### config.mk
export PLATFORM = sky130hd
export DESIGN_NAME = json_string_unescape_utf8
export DESIGN_NICKNAME = d
export VERILOG_FILES = /design/src/hw/rtl/jsu_pkg.sv /design/src/hw/rtl/jsu_front.sv /design/src/hw/rtl/jsu_cmd_fifo.sv /design/src/hw/rtl/jsu_back.sv /design/src/hw/rtl/json_string_unescape_utf8.sv
export SDC_FILE = /design/constraint.sdc
export NUM_CORES = 1
export LEC_CHECK = 0
export BUFFER_PORTS_ARGS = -buffer_cell sky130_fd_sc_hd__buf_4
export CAP_MARGIN = 30
export CORE_MARGIN = 2
export CORE_UTILIZATION = 54
export DETAILED_ROUTE_END_ITERATION = 10
export GPL_ROUTABILITY_DRIVEN = 0
export GPL_TIMING_DRIVEN = 1
export PLACE_DENSITY = 0.8
export RECOVER_POWER = 25
export SETUP_SLACK_MARGIN = 0.15
export SYNTH_ARGS = -nofsm -noshare
export SYNTH_HDL_FRONTEND = slang
export SYNTH_SLANG_ARGS = --single-unit
### constraint.sdc
create_clock -name clk -period 5.3 [get_ports clk]
set_input_delay 0.795 -clock clk [delete_from_list [all_inputs] [get_ports clk]]
set_output_delay 0.795 -clock clk [all_outputs]
set_load 0.01 [all_outputs]
### src/hw/rtl/jsu_pkg.sv
`timescale 1ns / 1ps

package jsu_pkg;

    // Error kinds carried on a result beat.
    localparam logic [1:0] ERR_NONE       = 2'd0;
    localparam logic [1:0] ERR_BAD_ESCAPE = 2'd1;
    localparam logic [1:0] ERR_BAD_HEX    = 2'd2;

    // Depth of the command queue between the front and back parts.
    localparam int CMD_FIFO_DEPTH = 2;
    localparam int CMD_PTR_W      = $clog2(CMD_FIFO_DEPTH);
    localparam int CMD_CNT_W      = $clog2(CMD_FIFO_DEPTH + 1);

    typedef struct packed {
        logic [7:0] in_byte;
        logic       in_last;
    } in_item_t;

    typedef struct packed {
        logic [7:0] out_byte;
        logic [1:0] error_kind;
        logic       run_end;
        logic       string_end;
    } out_item_t;

    // One decoded input byte: up to two code points to encode, then a plain
    // byte or an error beat.
    typedef struct packed {
        logic        enc_a_valid;
        logic [20:0] enc_a_cp;
        logic        enc_b_valid;
        logic [15:0] enc_b_cp;
        logic        tail_valid;
        logic [7:0]  tail_byte;
        logic [1:0]  tail_err;
        logic        last;
    } cmd_t;

endpackage

### src/hw/rtl/jsu_front.sv
`timescale 1ns / 1ps

module jsu_front (
    input  logic              clk,
    input  logic              rst_n,
    input  logic              accept,
    input  jsu_pkg::in_item_t item,
    output logic              cmd_push,
    output jsu_pkg::cmd_t     cmd
);
    import jsu_pkg::*;

    localparam logic [2:0] PH_PLAIN    = 3'd0;
    localparam logic [2:0] PH_ESC      = 3'd1;
    localparam logic [2:0] PH_HEX1     = 3'd2;
    localparam logic [2:0] PH_HIGH     = 3'd3;
    localparam logic [2:0] PH_HIGH_ESC = 3'd4;
    localparam logic [2:0] PH_HEX2     = 3'd5;

    localparam logic [7:0] CH_BSLASH = 8'h5C;
    localparam logic [7:0] CH_U      = 8'h75;

    // Returns {valid, value} for one hex digit in either case.
    function automatic logic [4:0] hex_decode(input logic [7:0] c);
        logic [4:0] r;
        r = 5'd0;
        if (c >= 8'h30 && c <= 8'h39)
        begin
            r = {1'b1, c[3:0]};
        end
        else if ((c >= 8'h61 && c <= 8'h66) || (c >= 8'h41 && c <= 8'h46))
        begin
            r = {1'b1, c[3:0] + 4'd9};
        end
        return r;
    endfunction

    function automatic logic is_high(input logic [15:0] cp);
        return (cp >= 16'hD800) && (cp <= 16'hDBFF);
    endfunction

    function automatic logic is_low(input logic [15:0] cp);
        return (cp >= 16'hDC00) && (cp <= 16'hDFFF);
    endfunction

    logic [2:0]  phase_reg, phase_next;
    logic [15:0] first_reg, first_next;
    logic [15:0] second_reg, second_next;
    logic [1:0]  cnt_reg, cnt_next;
    logic        swallow_reg, swallow_next;

    logic [7:0]  b;
    logic        last;
    logic [4:0]  hex;
    logic        simple_hit;
    logic [7:0]  simple_val;
    logic [15:0] first_sh;
    logic [15:0] second_sh;
    logic [1:0]  err;
    logic [20:0] pair_cp;

    assign b         = item.in_byte;
    assign last      = item.in_last;
    assign hex       = hex_decode(b);
    assign first_sh  = {first_reg[11:0], hex[3:0]};
    assign second_sh = {second_reg[11:0], hex[3:0]};
    assign pair_cp   = {1'b0, first_reg[9:0], second_sh[9:0]} + 21'h10000;

    always_comb
    begin
        simple_hit = 1'b1;
        case (b)
            8'h22:   simple_val = 8'h22;
            8'h5C:   simple_val = 8'h5C;
            8'h2F:   simple_val = 8'h2F;
            8'h62:   simple_val = 8'h08;
            8'h66:   simple_val = 8'h0C;
            8'h6E:   simple_val = 8'h0A;
            8'h72:   simple_val = 8'h0D;
            8'h74:   simple_val = 8'h09;
            default:
            begin
                simple_val = 8'h00;
                simple_hit = 1'b0;
            end
        endcase
    end

    always_comb
    begin
        phase_next   = phase_reg;
        first_next   = first_reg;
        second_next  = second_reg;
        cnt_next     = cnt_reg;
        swallow_next = swallow_reg;
        err          = ERR_NONE;
        cmd          = '0;
        cmd.last     = last;

        if (swallow_reg)
        begin
            // Rest of a failed string is dropped.
        end
        else
        begin
            unique case (phase_reg)
                PH_PLAIN:
                begin
                    if (b == CH_BSLASH && !last)
                    begin
                        phase_next = PH_ESC;
                    end
                    else
                    begin
                        cmd.tail_valid = 1'b1;
                        cmd.tail_byte  = b;
                    end
                end
                PH_ESC:
                begin
                    phase_next = PH_PLAIN;
                    if (b == CH_U && !last)
                    begin
                        phase_next = PH_HEX1;
                        cnt_next   = 2'd0;
                        first_next = 16'd0;
                    end
                    else if (b == CH_U)
                    begin
                        err = ERR_BAD_HEX;
                    end
                    else if (simple_hit)
                    begin
                        cmd.tail_valid = 1'b1;
                        cmd.tail_byte  = simple_val;
                    end
                    else
                    begin
                        err = ERR_BAD_ESCAPE;
                    end
                end
                PH_HEX1:
                begin
                    if (!hex[4])
                    begin
                        err = ERR_BAD_HEX;
                    end
                    else
                    begin
                        first_next = first_sh;
                        if (cnt_reg != 2'd3)
                        begin
                            cnt_next = cnt_reg + 2'd1;
                            if (last)
                            begin
                                err = ERR_BAD_HEX;
                            end
                        end
                        else
                        begin
                            cnt_next = 2'd0;
                            if (is_high(first_sh) && !last)
                            begin
                                phase_next = PH_HIGH;
                            end
                            else
                            begin
                                cmd.enc_a_valid = 1'b1;
                                cmd.enc_a_cp    = {5'd0, first_sh};
                                phase_next      = PH_PLAIN;
                            end
                        end
                    end
                end
                PH_HIGH:
                begin
                    if (b == CH_BSLASH && !last)
                    begin
                        phase_next = PH_HIGH_ESC;
                    end
                    else
                    begin
                        cmd.enc_a_valid = 1'b1;
                        cmd.enc_a_cp    = {5'd0, first_reg};
                        cmd.tail_valid  = 1'b1;
                        cmd.tail_byte   = b;
                        phase_next      = PH_PLAIN;
                    end
                end
                PH_HIGH_ESC:
                begin
                    if (b == CH_U && !last)
                    begin
                        phase_next  = PH_HEX2;
                        cnt_next    = 2'd0;
                        second_next = 16'd0;
                    end
                    else
                    begin
                        cmd.enc_a_valid = 1'b1;
                        cmd.enc_a_cp    = {5'd0, first_reg};
                        phase_next      = PH_PLAIN;
                        if (b == CH_U)
                        begin
                            err = ERR_BAD_HEX;
                        end
                        else if (simple_hit)
                        begin
                            cmd.tail_valid = 1'b1;
                            cmd.tail_byte  = simple_val;
                        end
                        else
                        begin
                            err = ERR_BAD_ESCAPE;
                        end
                    end
                end
                PH_HEX2:
                begin
                    if (!hex[4])
                    begin
                        cmd.enc_a_valid = 1'b1;
                        cmd.enc_a_cp    = {5'd0, first_reg};
                        err             = ERR_BAD_HEX;
                    end
                    else
                    begin
                        second_next = second_sh;
                        if (cnt_reg != 2'd3)
                        begin
                            cnt_next = cnt_reg + 2'd1;
                            if (last)
                            begin
                                cmd.enc_a_valid = 1'b1;
                                cmd.enc_a_cp    = {5'd0, first_reg};
                                err             = ERR_BAD_HEX;
                            end
                        end
                        else
                        begin
                            cnt_next        = 2'd0;
                            cmd.enc_a_valid = 1'b1;
                            phase_next      = PH_PLAIN;
                            if (is_low(second_sh))
                            begin
                                cmd.enc_a_cp = pair_cp;
                            end
                            else
                            begin
                                cmd.enc_a_cp = {5'd0, first_reg};
                                if (is_high(second_sh) && !last)
                                begin
                                    first_next = second_sh;
                                    phase_next = PH_HIGH;
                                end
                                else
                                begin
                                    cmd.enc_b_valid = 1'b1;
                                    cmd.enc_b_cp    = second_sh;
                                end
                            end
                        end
                    end
                end
                default:
                begin
                    phase_next     = PH_PLAIN;
                    cmd.tail_valid = 1'b1;
                    cmd.tail_byte  = b;
                end
            endcase

            if (err != ERR_NONE)
            begin
                cmd.tail_valid = 1'b1;
                cmd.tail_byte  = 8'd0;
                cmd.tail_err   = err;
                phase_next     = PH_PLAIN;
                cnt_next       = 2'd0;
                swallow_next   = !last;
            end
        end

        if (last)
        begin
            phase_next   = PH_PLAIN;
            first_next   = 16'd0;
            second_next  = 16'd0;
            cnt_next     = 2'd0;
            swallow_next = 1'b0;
        end
    end

    assign cmd_push = accept && (cmd.enc_a_valid || cmd.enc_b_valid || cmd.tail_valid);

    always_ff @(posedge clk or negedge rst_n)
    begin
        if (!rst_n)
        begin
            phase_reg   <= PH_PLAIN;
            first_reg   <= 16'd0;
            second_reg  <= 16'd0;
            cnt_reg     <= 2'd0;
            swallow_reg <= 1'b0;
        end
        else if (accept)
        begin
            phase_reg   <= phase_next;
            first_reg   <= first_next;
            second_reg  <= second_next;
            cnt_reg     <= cnt_next;
            swallow_reg <= swallow_next;
        end
    end

endmodule

### src/hw/rtl/jsu_cmd_fifo.sv
`timescale 1ns / 1ps

module jsu_cmd_fifo (
    input  logic          clk,
    input  logic          rst_n,
    input  logic          wr_en,
    input  jsu_pkg::cmd_t wr_data,
    input  logic          rd_en,
    output jsu_pkg::cmd_t rd_data,
    output logic          full,
    output logic          not_empty
);
    import jsu_pkg::*;

    cmd_t                 entry_reg [CMD_FIFO_DEPTH];
    logic [CMD_PTR_W-1:0] wr_ptr_reg;
    logic [CMD_PTR_W-1:0] rd_ptr_reg;
    logic [CMD_CNT_W-1:0] count_reg;

    assign full      = (count_reg == CMD_CNT_W'(CMD_FIFO_DEPTH));
    assign not_empty = (count_reg != '0);
    assign rd_data   = entry_reg[rd_ptr_reg];

    function automatic logic [CMD_PTR_W-1:0] ptr_inc(input logic [CMD_PTR_W-1:0] p);
        return (p == CMD_PTR_W'(CMD_FIFO_DEPTH - 1)) ? '0 : p + 1'b1;
    endfunction

    always_ff @(posedge clk)
    begin
        if (wr_en)
        begin
            entry_reg[wr_ptr_reg] <= wr_data;
        end
    end

    always_ff @(posedge clk or negedge rst_n)
    begin
        if (!rst_n)
        begin
            wr_ptr_reg <= '0;
            rd_ptr_reg <= '0;
            count_reg  <= '0;
        end
        else
        begin
            if (wr_en)
            begin
                wr_ptr_reg <= ptr_inc(wr_ptr_reg);
            end
            if (rd_en)
            begin
                rd_ptr_reg <= ptr_inc(rd_ptr_reg);
            end
            if (wr_en && !rd_en)
            begin
                count_reg <= count_reg + 1'b1;
            end
            else if (rd_en && !wr_en)
            begin
                count_reg <= count_reg - 1'b1;
            end
        end
    end

endmodule

### src/hw/rtl/jsu_back.sv
`timescale 1ns / 1ps

module jsu_back (
    input  logic               clk,
    input  logic               rst_n,
    input  logic               cmd_avail,
    input  jsu_pkg::cmd_t      cmd_in,
    output logic               cmd_pop,
    output logic               empty,
    input  logic               pop,
    output jsu_pkg::out_item_t result
);
    import jsu_pkg::*;

    localparam logic [1:0] SEG_A    = 2'd0;
    localparam logic [1:0] SEG_B    = 2'd1;
    localparam logic [1:0] SEG_TAIL = 2'd2;

    // Number of UTF-8 bytes for a code point, minus one.
    function automatic logic [1:0] utf8_len_m1(input logic [20:0] cp);
        logic [1:0] r;
        if (cp <= 21'h7F)
        begin
            r = 2'd0;
        end
        else if (cp <= 21'h7FF)
        begin
            r = 2'd1;
        end
        else if (cp <= 21'hFFFF)
        begin
            r = 2'd2;
        end
        else
        begin
            r = 2'd3;
        end
        return r;
    endfunction

    function automatic logic [7:0] utf8_byte(input logic [20:0] cp, input logic [1:0] lm1,
                                             input logic [1:0] idx);
        logic [7:0] r;
        logic [1:0] rest;
        rest = lm1 - idx;
        if (idx == 2'd0)
        begin
            case (lm1)
                2'd0:    r = {1'b0, cp[6:0]};
                2'd1:    r = 8'hC0 | {3'd0, cp[10:6]};
                2'd2:    r = 8'hE0 | {4'd0, cp[15:12]};
                default: r = 8'hF0 | {5'd0, cp[20:18]};
            endcase
        end
        else
        begin
            case (rest)
                2'd0:    r = {2'b10, cp[5:0]};
                2'd1:    r = {2'b10, cp[11:6]};
                default: r = {2'b10, cp[17:12]};
            endcase
        end
        return r;
    endfunction

    cmd_t      cmd_reg, cmd_next;
    logic      cur_valid_reg, cur_valid_next;
    logic [1:0] seg_reg, seg_next;
    logic [1:0] idx_reg, idx_next;
    logic      out_valid_reg, out_valid_next;
    out_item_t out_reg, out_next;

    logic [20:0] cur_cp;
    logic [1:0]  cur_lm1;
    logic        seg_done;
    logic        has_next_seg;
    logic [1:0]  next_seg;
    logic        cmd_done;
    logic        out_ready;
    logic        emit;
    logic [1:0]  load_seg;

    assign cur_cp  = (seg_reg == SEG_A) ? cmd_reg.enc_a_cp : {5'd0, cmd_reg.enc_b_cp};
    assign cur_lm1 = (seg_reg == SEG_TAIL) ? 2'd0 : utf8_len_m1(cur_cp);
    assign seg_done = (idx_reg == cur_lm1);

    always_comb
    begin
        has_next_seg = 1'b0;
        next_seg     = SEG_TAIL;
        unique case (seg_reg)
            SEG_A:
            begin
                if (cmd_reg.enc_b_valid)
                begin
                    has_next_seg = 1'b1;
                    next_seg     = SEG_B;
                end
                else if (cmd_reg.tail_valid)
                begin
                    has_next_seg = 1'b1;
                end
            end
            SEG_B:
            begin
                has_next_seg = cmd_reg.tail_valid;
            end
            default:
            begin
                has_next_seg = 1'b0;
            end
        endcase
    end

    always_comb
    begin
        if (cmd_in.enc_a_valid)
        begin
            load_seg = SEG_A;
        end
        else if (cmd_in.enc_b_valid)
        begin
            load_seg = SEG_B;
        end
        else
        begin
            load_seg = SEG_TAIL;
        end
    end

    assign cmd_done  = seg_done && !has_next_seg;
    assign out_ready = !out_valid_reg || pop;
    assign emit      = cur_valid_reg && out_ready;
    assign cmd_pop   = cmd_avail && (!cur_valid_reg || (emit && cmd_done));

    always_comb
    begin
        cmd_next       = cmd_reg;
        cur_valid_next = cur_valid_reg;
        seg_next       = seg_reg;
        idx_next       = idx_reg;
        out_valid_next = out_valid_reg && !pop;
        out_next       = out_reg;

        if (emit)
        begin
            out_valid_next = 1'b1;
            if (seg_reg == SEG_TAIL)
            begin
                out_next.out_byte   = cmd_reg.tail_byte;
                out_next.error_kind = cmd_reg.tail_err;
            end
            else
            begin
                out_next.out_byte   = utf8_byte(cur_cp, cur_lm1, idx_reg);
                out_next.error_kind = ERR_NONE;
            end
            out_next.run_end    = cmd_done;
            out_next.string_end = cmd_done && cmd_reg.last;

            if (!seg_done)
            begin
                idx_next = idx_reg + 2'd1;
            end
            else if (has_next_seg)
            begin
                seg_next = next_seg;
                idx_next = 2'd0;
            end
            else
            begin
                cur_valid_next = 1'b0;
            end
        end

        if (cmd_pop)
        begin
            cmd_next       = cmd_in;
            cur_valid_next = 1'b1;
            seg_next       = load_seg;
            idx_next       = 2'd0;
        end
    end

    always_ff @(posedge clk)
    begin
        cmd_reg <= cmd_next;
        out_reg <= out_next;
    end

    always_ff @(posedge clk or negedge rst_n)
    begin
        if (!rst_n)
        begin
            cur_valid_reg <= 1'b0;
            seg_reg       <= SEG_A;
            idx_reg       <= 2'd0;
            out_valid_reg <= 1'b0;
        end
        else
        begin
            cur_valid_reg <= cur_valid_next;
            seg_reg       <= seg_next;
            idx_reg       <= idx_next;
            out_valid_reg <= out_valid_next;
        end
    end

    assign empty  = !out_valid_reg;
    assign result = out_reg;

endmodule

### src/hw/rtl/json_string_unescape_utf8.sv
`timescale 1ns / 1ps

// Channel   Direction  Handshake            Payload
// item      in         push / full          in_byte, in_last
// result    out        empty / pop          out_byte, error_kind, run_end, string_end
//
// One input byte is taken per cycle whenever full is low; the front decoder
// classifies it in that same cycle and queues a command for the back part.
// The back part sends one result beat per cycle unless pop stalls it, so a byte
// that causes k results (1 to 6) sends them as k beats; that serializer sets the
// sustained rate. A result passes the command queue, cmd_reg and out_reg in turn.
// Reset clears the decoder state, the command queue and the output register.
// A stall on pop fills the output register, the command being expanded, then
// the two-entry queue, and then raises full.

module json_string_unescape_utf8 (
    input  logic               clk,
    input  logic               rst_n,
    input  logic               push,
    output logic               full,
    input  jsu_pkg::in_item_t  item,
    output logic               empty,
    input  logic               pop,
    output jsu_pkg::out_item_t result
);
    import jsu_pkg::*;

    logic accept;
    logic cmd_push;
    cmd_t cmd_front;
    cmd_t cmd_head;
    logic cmd_avail;
    logic cmd_pop;

    // An input beat is taken only when the command queue has room, so the
    // decoder state never advances on a byte whose command could be lost.
    assign accept = push && !full;

    jsu_front u_front (
        .clk      (clk),
        .rst_n    (rst_n),
        .accept   (accept),
        .item     (item),
        .cmd_push (cmd_push),
        .cmd      (cmd_front)
    );

    // Short queue that lets the decoder run ahead while multi-byte output
    // runs are being drained.
    jsu_cmd_fifo u_fifo (
        .clk       (clk),
        .rst_n     (rst_n),
        .wr_en     (cmd_push),
        .wr_data   (cmd_front),
        .rd_en     (cmd_pop),
        .rd_data   (cmd_head),
        .full      (full),
        .not_empty (cmd_avail)
    );

    // Expands each command into UTF-8 bytes, plain bytes and error beats, one a cycle unless pop stalls.
    jsu_back u_back (
        .clk       (clk),
        .rst_n     (rst_n),
        .cmd_avail (cmd_avail),
        .cmd_in    (cmd_head),
        .cmd_pop   (cmd_pop),
        .empty     (empty),
        .pop       (pop),
        .result    (result)
    );

endmodule

==> results.md <==
* Status: complete, but fails checks
* Failing checks: capacitance limit, slew limit
* Setup bufs post-CTS at 0
* Clock power frac at 0.221
* Routed WL per cell at 20.5 um
* WP data arrival at 4750 ps
* Largest net degree at the start of global routing at between 50 and 60
* # setup viols final at 0
* Crit path required time at 5440 ps
* WL final at 22000 um
* Area delta synth->final at 9.58%
* Post-Syn Area at 10100 um2
* Hold Crit Depth at 2
* DRT Pass-1 Iters at 6
* Critical path startpoint category: register
* Site Rows at 50
* Peak Freq at between 200 and 250 MHz
* Hold_buf cts at 0
* Unique masters post-synth at 86
* Antenna violations before repair at 0
* Critical Path Sink Type: register
* Vias in the first global route at 6400
* Top Ports at 27
* Reg2Reg Setup Slack at around 690 ps
* Ant diodes at 0
* PD cells at about 560 nW/um2
* Post-DP Area at between 10000 and 15000 um2
* Vias at 6795
* Initial drt markers at 800
* Register area share after synthesis at 0.596
* Clk_lat worst skew at 510 ps
* Worst-margin pin slew at roughly 2600 ps
* Clock transition at path regs at approximately 60 ps
* Post-Layout Inst Area at 11100 um2
* Final hold vios at 0
* Yosys reg bits at 208
* Synth Warn # at 0
* FFs w/ async S/R, synth at 0.212
* Global Route Usage Sum at 0.223
* Post-CTS Resized at 0
* Combinational group share of total power at 0.344
* Worst hold endpoint: u_front.first_reg[12]
* Slew Limit Fails at 45
* Reg2Reg Depth at 14
* Gate Count Post-Synth at just over 800
* CP max FO at between 50 and 60
* Setup TNS at 0 ps
* Initial Util at 0.546
* DRC viols at 0
* Ys flop type: edfxtp_1
* Total CTS buffers at 22
* Syn nets at 840
* Critical R2R Capture: u_back.cmd_reg[46]
* Core Region at 18500 um2
* Port bufs at 26
* Min Tclk post-route at 4610 ps
* Antenna-violating nets left at 0
* CTS H-Tree Depth at 1
* Number of nets in the layout at around 860
* Clk_skew at 17.7 ps
* Sequential group share of total power at 0.435
* Clock buffer depth at 3
* First-pass GRT wire length at 35000 um
* Crit Path Class: register to register
* Hold Slack at 490 ps
* Max reg flops at 102
* Area of the die at 19800 um2
* R2r startpoint: u_back.seg_reg[0]
* Layout cell share with drive strength beyond 1 at 0.151
* Drt via density at ~6.3
* Hold Crit Class: register to register
* CTS tree: built
* Syn Area/Cell at 12.5 um2
* Root buffer selected by CTS: clkbuf_16
* Slew Limit Headroom at -0.722
* Post-synth EDFFs at 164
* Die width at 141 um
* Leak at 3.88 nW
* Max Cap Violations at 1
* Post-DP HPWL at around 15000 um
* Unrepaired setup endpoints after global routing: false
* # clock sinks at 208
* Sw frac at 0.348
* IR drop worst, VDD at 0.000304 V
* Grt total ovfl at 0
* Period utilization at 0.870
* Hold wc startpoint: u_front.first_reg[12]
* Die span in y at around 140 um
* NetSw at approximately 2.1 mW
* Int Pwr at 4.02 mW
==> how the worst max path moves through the flow <==
stage / start / endpoint / slack [ps] / cells past startpoint
CTS: u_back.seg_reg[0] / u_back.cmd_reg[46] / 740 / 14
global placement: u_back.seg_reg[0] / u_back.cmd_reg[24] / 910 / 13
finish: u_back.seg_reg[0] / u_back.cmd_reg[46] / 690 / 14
detailed placement: u_back.seg_reg[0] / u_back.cmd_reg[21] / 760 / 13
floorplan: u_back.seg_reg[0] / u_fifo.count_reg[1] / 440 / 20
global route: u_back.seg_reg[0] / u_back.cmd_reg[46] / 280 / 14
==> cells by family (layout without fill, tap and decap cells) <==
kind of cell,Yosys count,after routing,share of synthesized area
AND/OR/NAND/NOR,241,241,0.128
flip-flops,208,208,0.596
AO/OA/AOI/OAI,196,196,0.138
multiplexers,74,74,0.0811
buffers and inverters,67,97,0.0290
adder cells (fa/ha/maj),15,15,0.0186
XOR/XNOR,11,11,0.00953
==> cells in the final DEF, fill, tap and decap left out, types with 17 or more instances in the layout <==
cell type  count
o21ai_0       49
clkbuf_16     22
nand2_1       62
dfrtp_1       44
clkbuf_1      26
mux2_1        17
edfxtp_1     164
buf_4         18
nor2_1        54
mux2_2        46
a21oi_1       34
inv_1         19
==> per-stage QoR <==
stage               power (mW)  utilization  setup slack, ps  cells
global route              6.49        0.598              275   1076
CTS                       6.23        0.602              736   1076
detailed placement        4.84        0.568              763   1037
global placement          4.77        0.566              912   1034
finish                    6.17        0.598              688   1076
floorplan                 4.19            -              443    812
==> worst max-delay path, cell delays in order (launching register included) <==
cell and delay [ps]:
dfrtp_1 470, nor2_2 160, buf_4 210, mux2i_1 280, inv_1 90, o41ai_1 550, o21ai_0 180, o211ai_1 350
ha_1 420, nand2_1 170, o22ai_1 300, nor3_4 90, o31a_4 320, nor2_8 80, buf_4 530
==> layout make-up <==
class                   instances  area [um2]
clock inverters                 8        53.8
fillers                      1427        7440
flip-flops and latches        208        6030
inverters                      20        75.1
clock buffers                  31         584
repair buffers                 38         244
multi-input cells             537        3800
well taps                     234         293
==> per-layer routing <==
metal  vias to the layer above  global-route usage  part of all wire
li1                       3135                   -                 -
met1                      3281               0.323              0.44
met2                       322               0.353              0.46
met3                        57              0.0279             0.071
met4                         0              0.0763             0.032
met5                         -                   0                 0
==> power by group through the flow <==
| stage | registers [mW] | logic [mW] | clock network (mW) |
|---|---|---|---|
| after CTS | 2.69 | 2.15 | 1.39 |
| after global routing | 2.73 | 2.31 | 1.45 |
| after floorplan | 2.59 | 1.60 | 0 |
| after detailed placement | 2.71 | 2.13 | 0 |
| final | 2.68 | 2.12 | 1.37 |
| after global placement | 2.68 | 2.08 | 0 |
==> cell usage after synthesis, types with 15 or more instances <==
cell type  instances  area, um2
edfxtp_1         164       4920
ha_1              15        188
nand2_1           62        233
and2_1            16        100
dfrtp_1           44       1100
nor2b_1           15       93.8
inv_1             19       71.3
mux2_2            63        709
a222oi_1          15        150
clkbuf_1          36        135
a21oi_1           34        170
o21ai_0           50        250
nor2_1            55        206
(Power assumes the default switching activity.)
